==> config.mk <==
export PLATFORM = sky130hd
export DESIGN_NAME = window_variance_still_detector
export DESIGN_NICKNAME = d
export VERILOG_FILES = /design/src/rtl/wvsd_pkg.sv /design/src/rtl/window_variance_still_detector.sv
export SDC_FILE = /design/constraint.sdc
export NUM_CORES = 2
export LEC_CHECK = 0
export BUFFER_PORTS_ARGS = -buffer_cell sky130_fd_sc_hd__buf_2
export CORE_ASPECT_RATIO = 1.4
export CORE_UTILIZATION = 35
export DETAILED_ROUTE_END_ITERATION = 12
export PLACE_DENSITY = 0.47
export SLEW_MARGIN = 20
export SYNTH_ARGS = -nofsm -noshare
export SYNTH_HDL_FRONTEND = slang
export SYNTH_SLANG_ARGS = --single-unit
==> constraint.sdc <==
create_clock -name clock -period 11.25 [get_ports clock]
set_input_delay 0.5625 -clock clock [delete_from_list [all_inputs] [get_ports clock]]
set_output_delay 0.5625 -clock clock [all_outputs]
set_load 0.03 [all_outputs]
==> src/rtl/wvsd_pkg.sv <==
// Shared constants, register codes and sequencer states for the window variance
// still detector.
// Depends on nothing.
package wvsd_pkg;

   localparam int WINDOW_LEN = 32;

   localparam int SAMPLE_W = 16;
   localparam int SLOT_W   = (WINDOW_LEN > 1) ? $clog2(WINDOW_LEN) : 1;
   localparam int CNT_W    = $clog2(WINDOW_LEN + 1);
   localparam int SUM_W    = SAMPLE_W + SLOT_W;
   localparam int SQ_W     = 2 * SAMPLE_W - 1 + SLOT_W;
   localparam int NN_W     = 2 * CNT_W;
   localparam int VLIM_W   = 32;
   localparam int OLIM_W   = 16;

   localparam int A_W = ((SQ_W > VLIM_W) ? SQ_W : VLIM_W) + 1;
   localparam int B_W = ((SUM_W > NN_W) ? SUM_W : NN_W) + 1;
   localparam int P_W = A_W + B_W;

   localparam int WCOUNT_W = 6;
   localparam int WSUM_W   = 21;
   localparam int SCALED_W = 41;

   localparam int CSR_ADDR_W = 4;
   localparam int CSR_DATA_W = 32;

   typedef enum logic [1:0] {
      REG_STATIC_GRAVITY = 2'd0,
      REG_VARIANCE_LIMIT = 2'd1,
      REG_OFFSET_LIMIT   = 2'd2
   } reg_index_type;

   typedef enum logic [2:0] {
      S_IDLE,
      S_OLD,
      S_NEW,
      S_SUM,
      S_SCALE,
      S_NN,
      S_BOUND,
      S_CMP
   } state_type;

endpackage

==> src/rtl/window_variance_still_detector.sv <==
// Window variance still detector: sample ring, running sums and one shared multiplier
// stepped by a small sequencer; APB-style register port. Depends on wvsd_pkg.
// The result beat loads in S_CMP after S_OLD, S_NEW, S_SUM, S_SCALE, S_NN and S_BOUND.
// Samples are taken only in S_IDLE, after the result loads; six products per item.
// Reset (synchronous, active high) empties the window, clears the sums, the
// registers and the result valid; ring entries are undefined until written.
module window_variance_still_detector
   import wvsd_pkg::*;
(
   input  logic                        clock,
   input  logic                        reset,

   input  logic                        req_valid,
   output logic                        req_ready,
   input  logic signed [SAMPLE_W-1:0]  req_accel_z,

   output logic                        rsp_valid,
   input  logic                        rsp_ready,
   output logic                        rsp_is_still,
   output logic                        rsp_variance_over,
   output logic                        rsp_offset_over,
   output logic [WCOUNT_W-1:0]         rsp_window_count,
   output logic signed [WSUM_W-1:0]    rsp_window_sum,
   output logic [SCALED_W-1:0]         rsp_scaled_variance,

   input  logic                        csr_psel,
   input  logic                        csr_penable,
   input  logic                        csr_pwrite,
   input  logic [CSR_ADDR_W-1:0]       csr_paddr,
   input  logic [CSR_DATA_W-1:0]       csr_pwdata,
   output logic [CSR_DATA_W-1:0]       csr_prdata,
   output logic                        csr_pready
);

   state_type state_ff, state_in;

   logic signed [SAMPLE_W-1:0] mem [WINDOW_LEN];
   logic signed [SAMPLE_W-1:0] rd_ff;
   logic signed [SAMPLE_W-1:0] x_ff;
   logic [SLOT_W-1:0]          slot_ff;
   logic [CNT_W-1:0]           count_ff;
   logic signed [SUM_W-1:0]    sum_ff;
   logic [SQ_W-1:0]            sumsq_ff;
   logic signed [P_W-1:0]      prod_ff;
   logic signed [P_W-1:0]      sq_ff;
   logic signed [P_W-1:0]      scaled_ff;

   logic signed [SAMPLE_W-1:0] gravity_ff;
   logic [VLIM_W-1:0]          vlimit_ff;
   logic [OLIM_W-1:0]          olimit_ff;

   logic                       rsp_valid_ff;
   logic                       is_still_ff;
   logic                       var_over_ff;
   logic                       off_over_ff;
   logic [WCOUNT_W-1:0]        count_out_ff;
   logic signed [WSUM_W-1:0]   sum_out_ff;
   logic [SCALED_W-1:0]        scaled_out_ff;

   logic                       accept;
   logic                       full;
   logic signed [SAMPLE_W-1:0] old_s;
   logic                       mul_en;
   logic                       out_load;
   logic signed [A_W-1:0]      op_a;
   logic signed [B_W-1:0]      op_b;
   logic signed [P_W-1:0]      mul_out;
   logic signed [SAMPLE_W:0]   delta;
   logic [SAMPLE_W:0]          abs_dist;
   logic                       var_over;
   logic                       off_over;
   logic                       csr_wr;
   reg_index_type              csr_idx;

   assign accept = req_valid && req_ready;
   assign full   = (count_ff == CNT_W'(WINDOW_LEN));
   assign old_s  = full ? rd_ff : '0;

   // next state
   always_comb begin
      state_in = state_ff;
      unique case (state_ff)
         S_IDLE:  if (req_valid) state_in = S_OLD;
         S_OLD:   state_in = S_NEW;
         S_NEW:   state_in = S_SUM;
         S_SUM:   state_in = S_SCALE;
         S_SCALE: state_in = S_NN;
         S_NN:    state_in = S_BOUND;
         S_BOUND: state_in = S_CMP;
         S_CMP:   if (!rsp_valid_ff || rsp_ready) state_in = S_IDLE;
         default: state_in = S_IDLE;
      endcase
   end

   // sequencer outputs: ready, result load and operand select for the shared multiplier
   always_comb begin
      req_ready = 1'b0;
      mul_en    = 1'b0;
      out_load  = 1'b0;
      op_a      = '0;
      op_b      = '0;
      unique case (state_ff)
         S_IDLE: req_ready = 1'b1;
         S_OLD: begin
            mul_en = 1'b1;
            op_a   = A_W'(old_s);
            op_b   = B_W'(old_s);
         end
         S_NEW: begin
            mul_en = 1'b1;
            op_a   = A_W'(x_ff);
            op_b   = B_W'(x_ff);
         end
         S_SUM: begin
            mul_en = 1'b1;
            op_a   = A_W'(sum_ff);
            op_b   = B_W'(sum_ff);
         end
         S_SCALE: begin
            mul_en = 1'b1;
            op_a   = A_W'(sumsq_ff);
            op_b   = B_W'(count_ff);
         end
         S_NN: begin
            mul_en = 1'b1;
            op_a   = A_W'(count_ff);
            op_b   = B_W'(count_ff);
         end
         S_BOUND: begin
            mul_en = 1'b1;
            op_a   = A_W'(vlimit_ff);
            op_b   = prod_ff[B_W-1:0];
         end
         S_CMP: out_load = !rsp_valid_ff || rsp_ready;
         default: req_ready = 1'b0;
      endcase
   end

   always_ff @(posedge clock) begin
      if (reset) begin
         state_ff <= S_IDLE;
      end else begin
         state_ff <= state_in;
      end
   end

   // sample ring
   always_ff @(posedge clock) begin
      if (state_ff == S_OLD) begin
         mem[slot_ff] <= x_ff;
      end
      rd_ff <= mem[slot_ff];
   end

   assign mul_out = P_W'(op_a * op_b);

   always_ff @(posedge clock) begin
      if (mul_en) begin
         prod_ff <= mul_out;
      end
      if (accept) begin
         x_ff <= req_accel_z;
      end
      if (state_ff == S_SCALE) begin
         sq_ff <= prod_ff;
      end
      if (state_ff == S_NN) begin
         scaled_ff <= prod_ff - sq_ff;
      end
   end

   // window state
   always_ff @(posedge clock) begin
      if (reset) begin
         slot_ff  <= '0;
         count_ff <= '0;
         sum_ff   <= '0;
         sumsq_ff <= '0;
      end else begin
         unique case (state_ff)
            S_OLD: begin
               sum_ff  <= sum_ff - SUM_W'(old_s);
               slot_ff <= (slot_ff == SLOT_W'(WINDOW_LEN - 1)) ? '0 : slot_ff + 1'b1;
               if (!full) begin
                  count_ff <= count_ff + 1'b1;
               end
            end
            S_NEW: begin
               sum_ff   <= sum_ff + SUM_W'(x_ff);
               sumsq_ff <= sumsq_ff - SQ_W'(prod_ff);
            end
            S_SUM:   sumsq_ff <= sumsq_ff + SQ_W'(prod_ff);
            default: sumsq_ff <= sumsq_ff;
         endcase
      end
   end

   // compare and result beat
   assign delta    = (SAMPLE_W + 1)'(x_ff) - (SAMPLE_W + 1)'(gravity_ff);
   assign abs_dist = delta[SAMPLE_W] ? (SAMPLE_W + 1)'(-delta) : (SAMPLE_W + 1)'(delta);
   assign off_over = abs_dist > (SAMPLE_W + 1)'(olimit_ff);
   assign var_over = scaled_ff > prod_ff;

   always_ff @(posedge clock) begin
      if (reset) begin
         rsp_valid_ff <= 1'b0;
      end else if (out_load) begin
         rsp_valid_ff <= 1'b1;
      end else if (rsp_ready) begin
         rsp_valid_ff <= 1'b0;
      end
   end

   always_ff @(posedge clock) begin
      if (out_load) begin
         is_still_ff   <= !var_over && !off_over;
         var_over_ff   <= var_over;
         off_over_ff   <= off_over;
         count_out_ff  <= WCOUNT_W'(count_ff);
         sum_out_ff    <= WSUM_W'(sum_ff);
         scaled_out_ff <= SCALED_W'(scaled_ff);
      end
   end

   assign rsp_valid           = rsp_valid_ff;
   assign rsp_is_still        = is_still_ff;
   assign rsp_variance_over   = var_over_ff;
   assign rsp_offset_over     = off_over_ff;
   assign rsp_window_count    = count_out_ff;
   assign rsp_window_sum      = sum_out_ff;
   assign rsp_scaled_variance = scaled_out_ff;

   // register port
   assign csr_pready = 1'b1;
   assign csr_idx    = reg_index_type'(csr_paddr[CSR_ADDR_W-1:2]);
   assign csr_wr     = csr_psel && csr_penable && csr_pwrite && csr_pready;

   always_ff @(posedge clock) begin
      if (reset) begin
         gravity_ff <= '0;
         vlimit_ff  <= '0;
         olimit_ff  <= '0;
      end else if (csr_wr) begin
         unique case (csr_idx)
            REG_STATIC_GRAVITY: gravity_ff <= csr_pwdata[SAMPLE_W-1:0];
            REG_VARIANCE_LIMIT: vlimit_ff  <= csr_pwdata[VLIM_W-1:0];
            REG_OFFSET_LIMIT:   olimit_ff  <= csr_pwdata[OLIM_W-1:0];
            default:            olimit_ff  <= olimit_ff;
         endcase
      end
   end

   always_comb begin
      unique case (csr_idx)
         REG_STATIC_GRAVITY: csr_prdata = CSR_DATA_W'(gravity_ff);
         REG_VARIANCE_LIMIT: csr_prdata = CSR_DATA_W'(vlimit_ff);
         REG_OFFSET_LIMIT:   csr_prdata = CSR_DATA_W'(olimit_ff);
         default:            csr_prdata = '0;
      endcase
   end

endmodule
==> summary.md <==
| Metric | Value |
|---|---|
| Initial antenna violation count | 22 |
| Slew HR | 27.76% |
| DR vias/cell | 5.236 |
| Critical Path Max Stage Delay | 830 ps |
| Initial Util | 35.35% |
| Slew Viols, Final | 0 |
| FF+latch count, synth | 928 |
| Synth Flop Type | edfxtp_1 |
| Total clock sinks | 928 |
| H-tree Lvls | 3 |
| Grt ovf | 0 |
| Reg2reg end | prod_ff[58] |
| Synthesis-to-layout area growth | 11.64% |
| Die width | 384.0 um |
| Clock tree buffer depth | 3 |
| Register share of total power | 41.3% |
| Synth Warn # | 0 |
| Max frequency | 0.09403 GHz |
| Total negative slack | 0 ps |
| Total power | 10030 uW |
| Synth Area per Inst | 10.88 um^2 |
| Worst r2r path cells | 34 |
| Synth area leader | edfxtp_1 |
| Largest net degree at the start of global routing | 92 |
| Final hold violation count | 0 |
| Hold_sp | csr_pwdata[16] |
| Crit start category | flop |
| Post-cts sizing count | 0 |
| Data required time of the worst path | 11700 ps |
| Final setup violation count | 0 |
| Combinational group share of total power | 25.1% |
| Top area cells in the synthesized netlist | edfxtp_1 33%, fa_1 23%, ha_1 6.6% |
| Distinct cell type count after synthesis | 89 |
| Post-DP HPWL | 194.0 mm |
| Data arrival time of the worst path | 11080 ps |
| Post-synth net total | 7816 |
| Worst VDD drop | 127.2 uV |
| GRT Util Overall | 23.80% |
| WL per Instance | 25.61 um |
| Clock power frac | 33.6% |
| Vias | 49919 |
| Pwr dens | 125.7 nW/um^2 |
| Clk_lat worst skew | 760 ps |
| Hold EP | vlimit_ff[16] |
| CP most frequent cell | fa_1 |
| Reg2Reg Setup Slack | 610 ps |
| Worst-margin pin slew | 1075 ps |
| Asr flop ratio synth | 0% |
| Layout Nets | 8023 |
| I/O Buffers | 161 |
| Die area | 206100 um^2 |
| Crit Path Category | reg -> reg |
| Max FO, Critical Path | 22 |
| Top-count cell post-synth | inv_1 |
| Hold Path Stages | 3 |
| Post-synthesis sequential area ratio | 36.85% |
| Num CTS Buffers | 97 |
| Vert. Die Dim | 536.8 um |
| Vias in the first global route | 51968 |
| Hold Path Class | in -> reg |
| Mapped Area | 71490 um^2 |
| Drt drc | 0 |
| Net Sw Power | 3280 uW |
| Post-route ant nets | 0 |
| RSZ-0062 raised after global routing | false |
| Synth top area share | 32.59% |
| Skew final | 59.21 ps |
| Int Power | 6754 uW |
| Post-CTS Setup Repair Bufs | 0 |
| Global-route wire length before repair | 356.0 mm |
| CTS tree | yes |
| Drt pass-1 iters | 6 |
| Launch point of the worst path | count_ff[1] |
| Switching portion of total power | 32.69% |
| Slowest cell on crit path | nor2_2 |
| Status | finished clean |
| Crit. End Element | flop |
| Number of max-cap violations | 0 |
| Placer Congestion | 0.9519 |
| RR Startpoint | count_ff[1] |
| Number of synthesized flops with an enable pin | 776 |
| Most frequent cells after synthesis | 1081 x inv_1, 877 x nand2_1, 805 x fa_1 |
| Pleak | 0.03402 uW |
| Clk slew on worst S/H paths | 60 ps |
| Row Count | 195 |
| Final period utilization | 94.54% |
| Clk Tree Root Cell | clkbuf_16 |
| Core area | 202300 um^2 |
| # IOs | 165 |
| Mapped Cells | 6573 |
| Routed WL | 244.1 mm |
| Share of layout cells above drive strength 1 | 10.70% |
| Smallest hold slack | 48.72 ps |
| Fin crit period | 10640 ps |
| 1st-iter DRT viols | 3455 |
==> metrics by stage <==
stage               cells  util (%)  setup slack, ps  instance area (um^2)
finish               9534     39.46            614.6                 79820
global placement     9322     37.71            616.4                 76280
floorplan            6573         -             1345                 71490
detailed placement   9323     37.72            640.2                 76290
global route         9531     39.46            31.44                 79810
CTS                  9521     39.45            532.2                 79790
==> repair_timing <==
action | CTS | global route
endpoints found under the setup margin | 0 | 0
hold buffers | 16 | 0
hold endpoints to repair | 16 | 0
==> area by class of cell <==
type	count	area, um^2
inverter	1081	4058
antenna	12	30.03
clock inverter	60	737.0
timing repair buffer	384	2582
tap	2659	3327
multi-input combinational	4288	40130
clock buffer	122	2601
fill	19672	122400
sequential	928	26350
==> state kept, by name (all words and copies together), names as in the netlist, 32 cells and up <==
| register | cells |
|---|---|
| vlimit_ff | 32 |
| rsp_scaled_variance | 41 |
| scaled_ff | 59 |
| mem | 512 |
| sumsq_ff | 36 |
| sq_ff | 59 |
| prod_ff | 59 |
==> worst max-delay path by stage <==
stage | cells past startpoint | to
6_report | 34 | prod_ff[58]
5_1_grt | 34 | prod_ff[58]
4_1_cts | 34 | prod_ff[58]
3_5_place_dp | 34 | prod_ff[58]
3_3_place_gp | 34 | prod_ff[58]
2_1_floorplan | 28 | prod_ff[57]
==> layer usage <==
layer | wire length, um | up-vias | track usage (%)
met2 | 124200 | 1363 | 42.02
met1 | 94910 | 25859 | 28.26
met3 | 9837 | 395 | 2.377
met5 | 63 | - | 0
met4 | 15140 | 10 | 13.13
li1 | - | 22292 | -
==> layout by cell type, fill, tap and decap left out, types with 14 or more instances in the layout <==
cell,count
a21o_1,147
buf_4,202
nand2b_1,39
dfxtp_1,150
a22oi_1,74
edfxtp_1,776
clkbuf_16,97
mux4_2,128
ha_1,379
nand2_1,877
nor2_1,487
o21ai_0,125
xnor2_1,172
clkbuf_1,17
clkinv_2,19
o21bai_1,38
inv_1,1080
mux2i_1,25
and3_1,25
a211oi_1,22
o21a_1,39
a21oi_2,14
nor3_1,30
nand3_1,44
a221oi_1,30
buf_2,160
a31oi_1,36
nand4_1,53
fa_1,805
a21oi_1,332
xor2_1,60
a221o_1,29
and2_1,21
dlygate4sd3_1,16
nor2b_1,41
o211ai_1,17
==> worst max-delay path: cells and delay by family (launching register included) <==
| family | cells | cell delay, ps |
|---|---|---|
| fa+ha+maj | 9 | 3810 |
| simple gates | 11 | 2650 |
| buf+inv | 6 | 990 |
| xor+xnor | 1 | 90 |
| compound gates | 7 | 2300 |
| flops | 1 | 500 |
==> power groups by stage <==
stage | registers [uW] | logic (uW) | clock network [uW]
floorplan | 4080 | 1720 | 0
global placement | 4230 | 2490 | 0
detailed placement | 4230 | 2510 | 0
CTS | 4150 | 2530 | 3450
global route | 4150 | 2770 | 3560
finish | 4150 | 2520 | 3370
==> cell families (layout without fill, tap and decap cells) <==
group	count (synthesis)	in the layout	synth area share [%]
xor gates and xnor gates	232	232	2.842
DFF	928	928	36.85
adders and majority gates	1184	1184	29.17
and+or+nand+nor	1706	1706	10.14
other	1	13	0.005245
AOI/OAI and AO/OA	1011	1011	9.401
buffers and inverters	1357	1647	7.187
muxes	154	154	4.398
No activity file was read; power rests on OpenSTA's default activity.
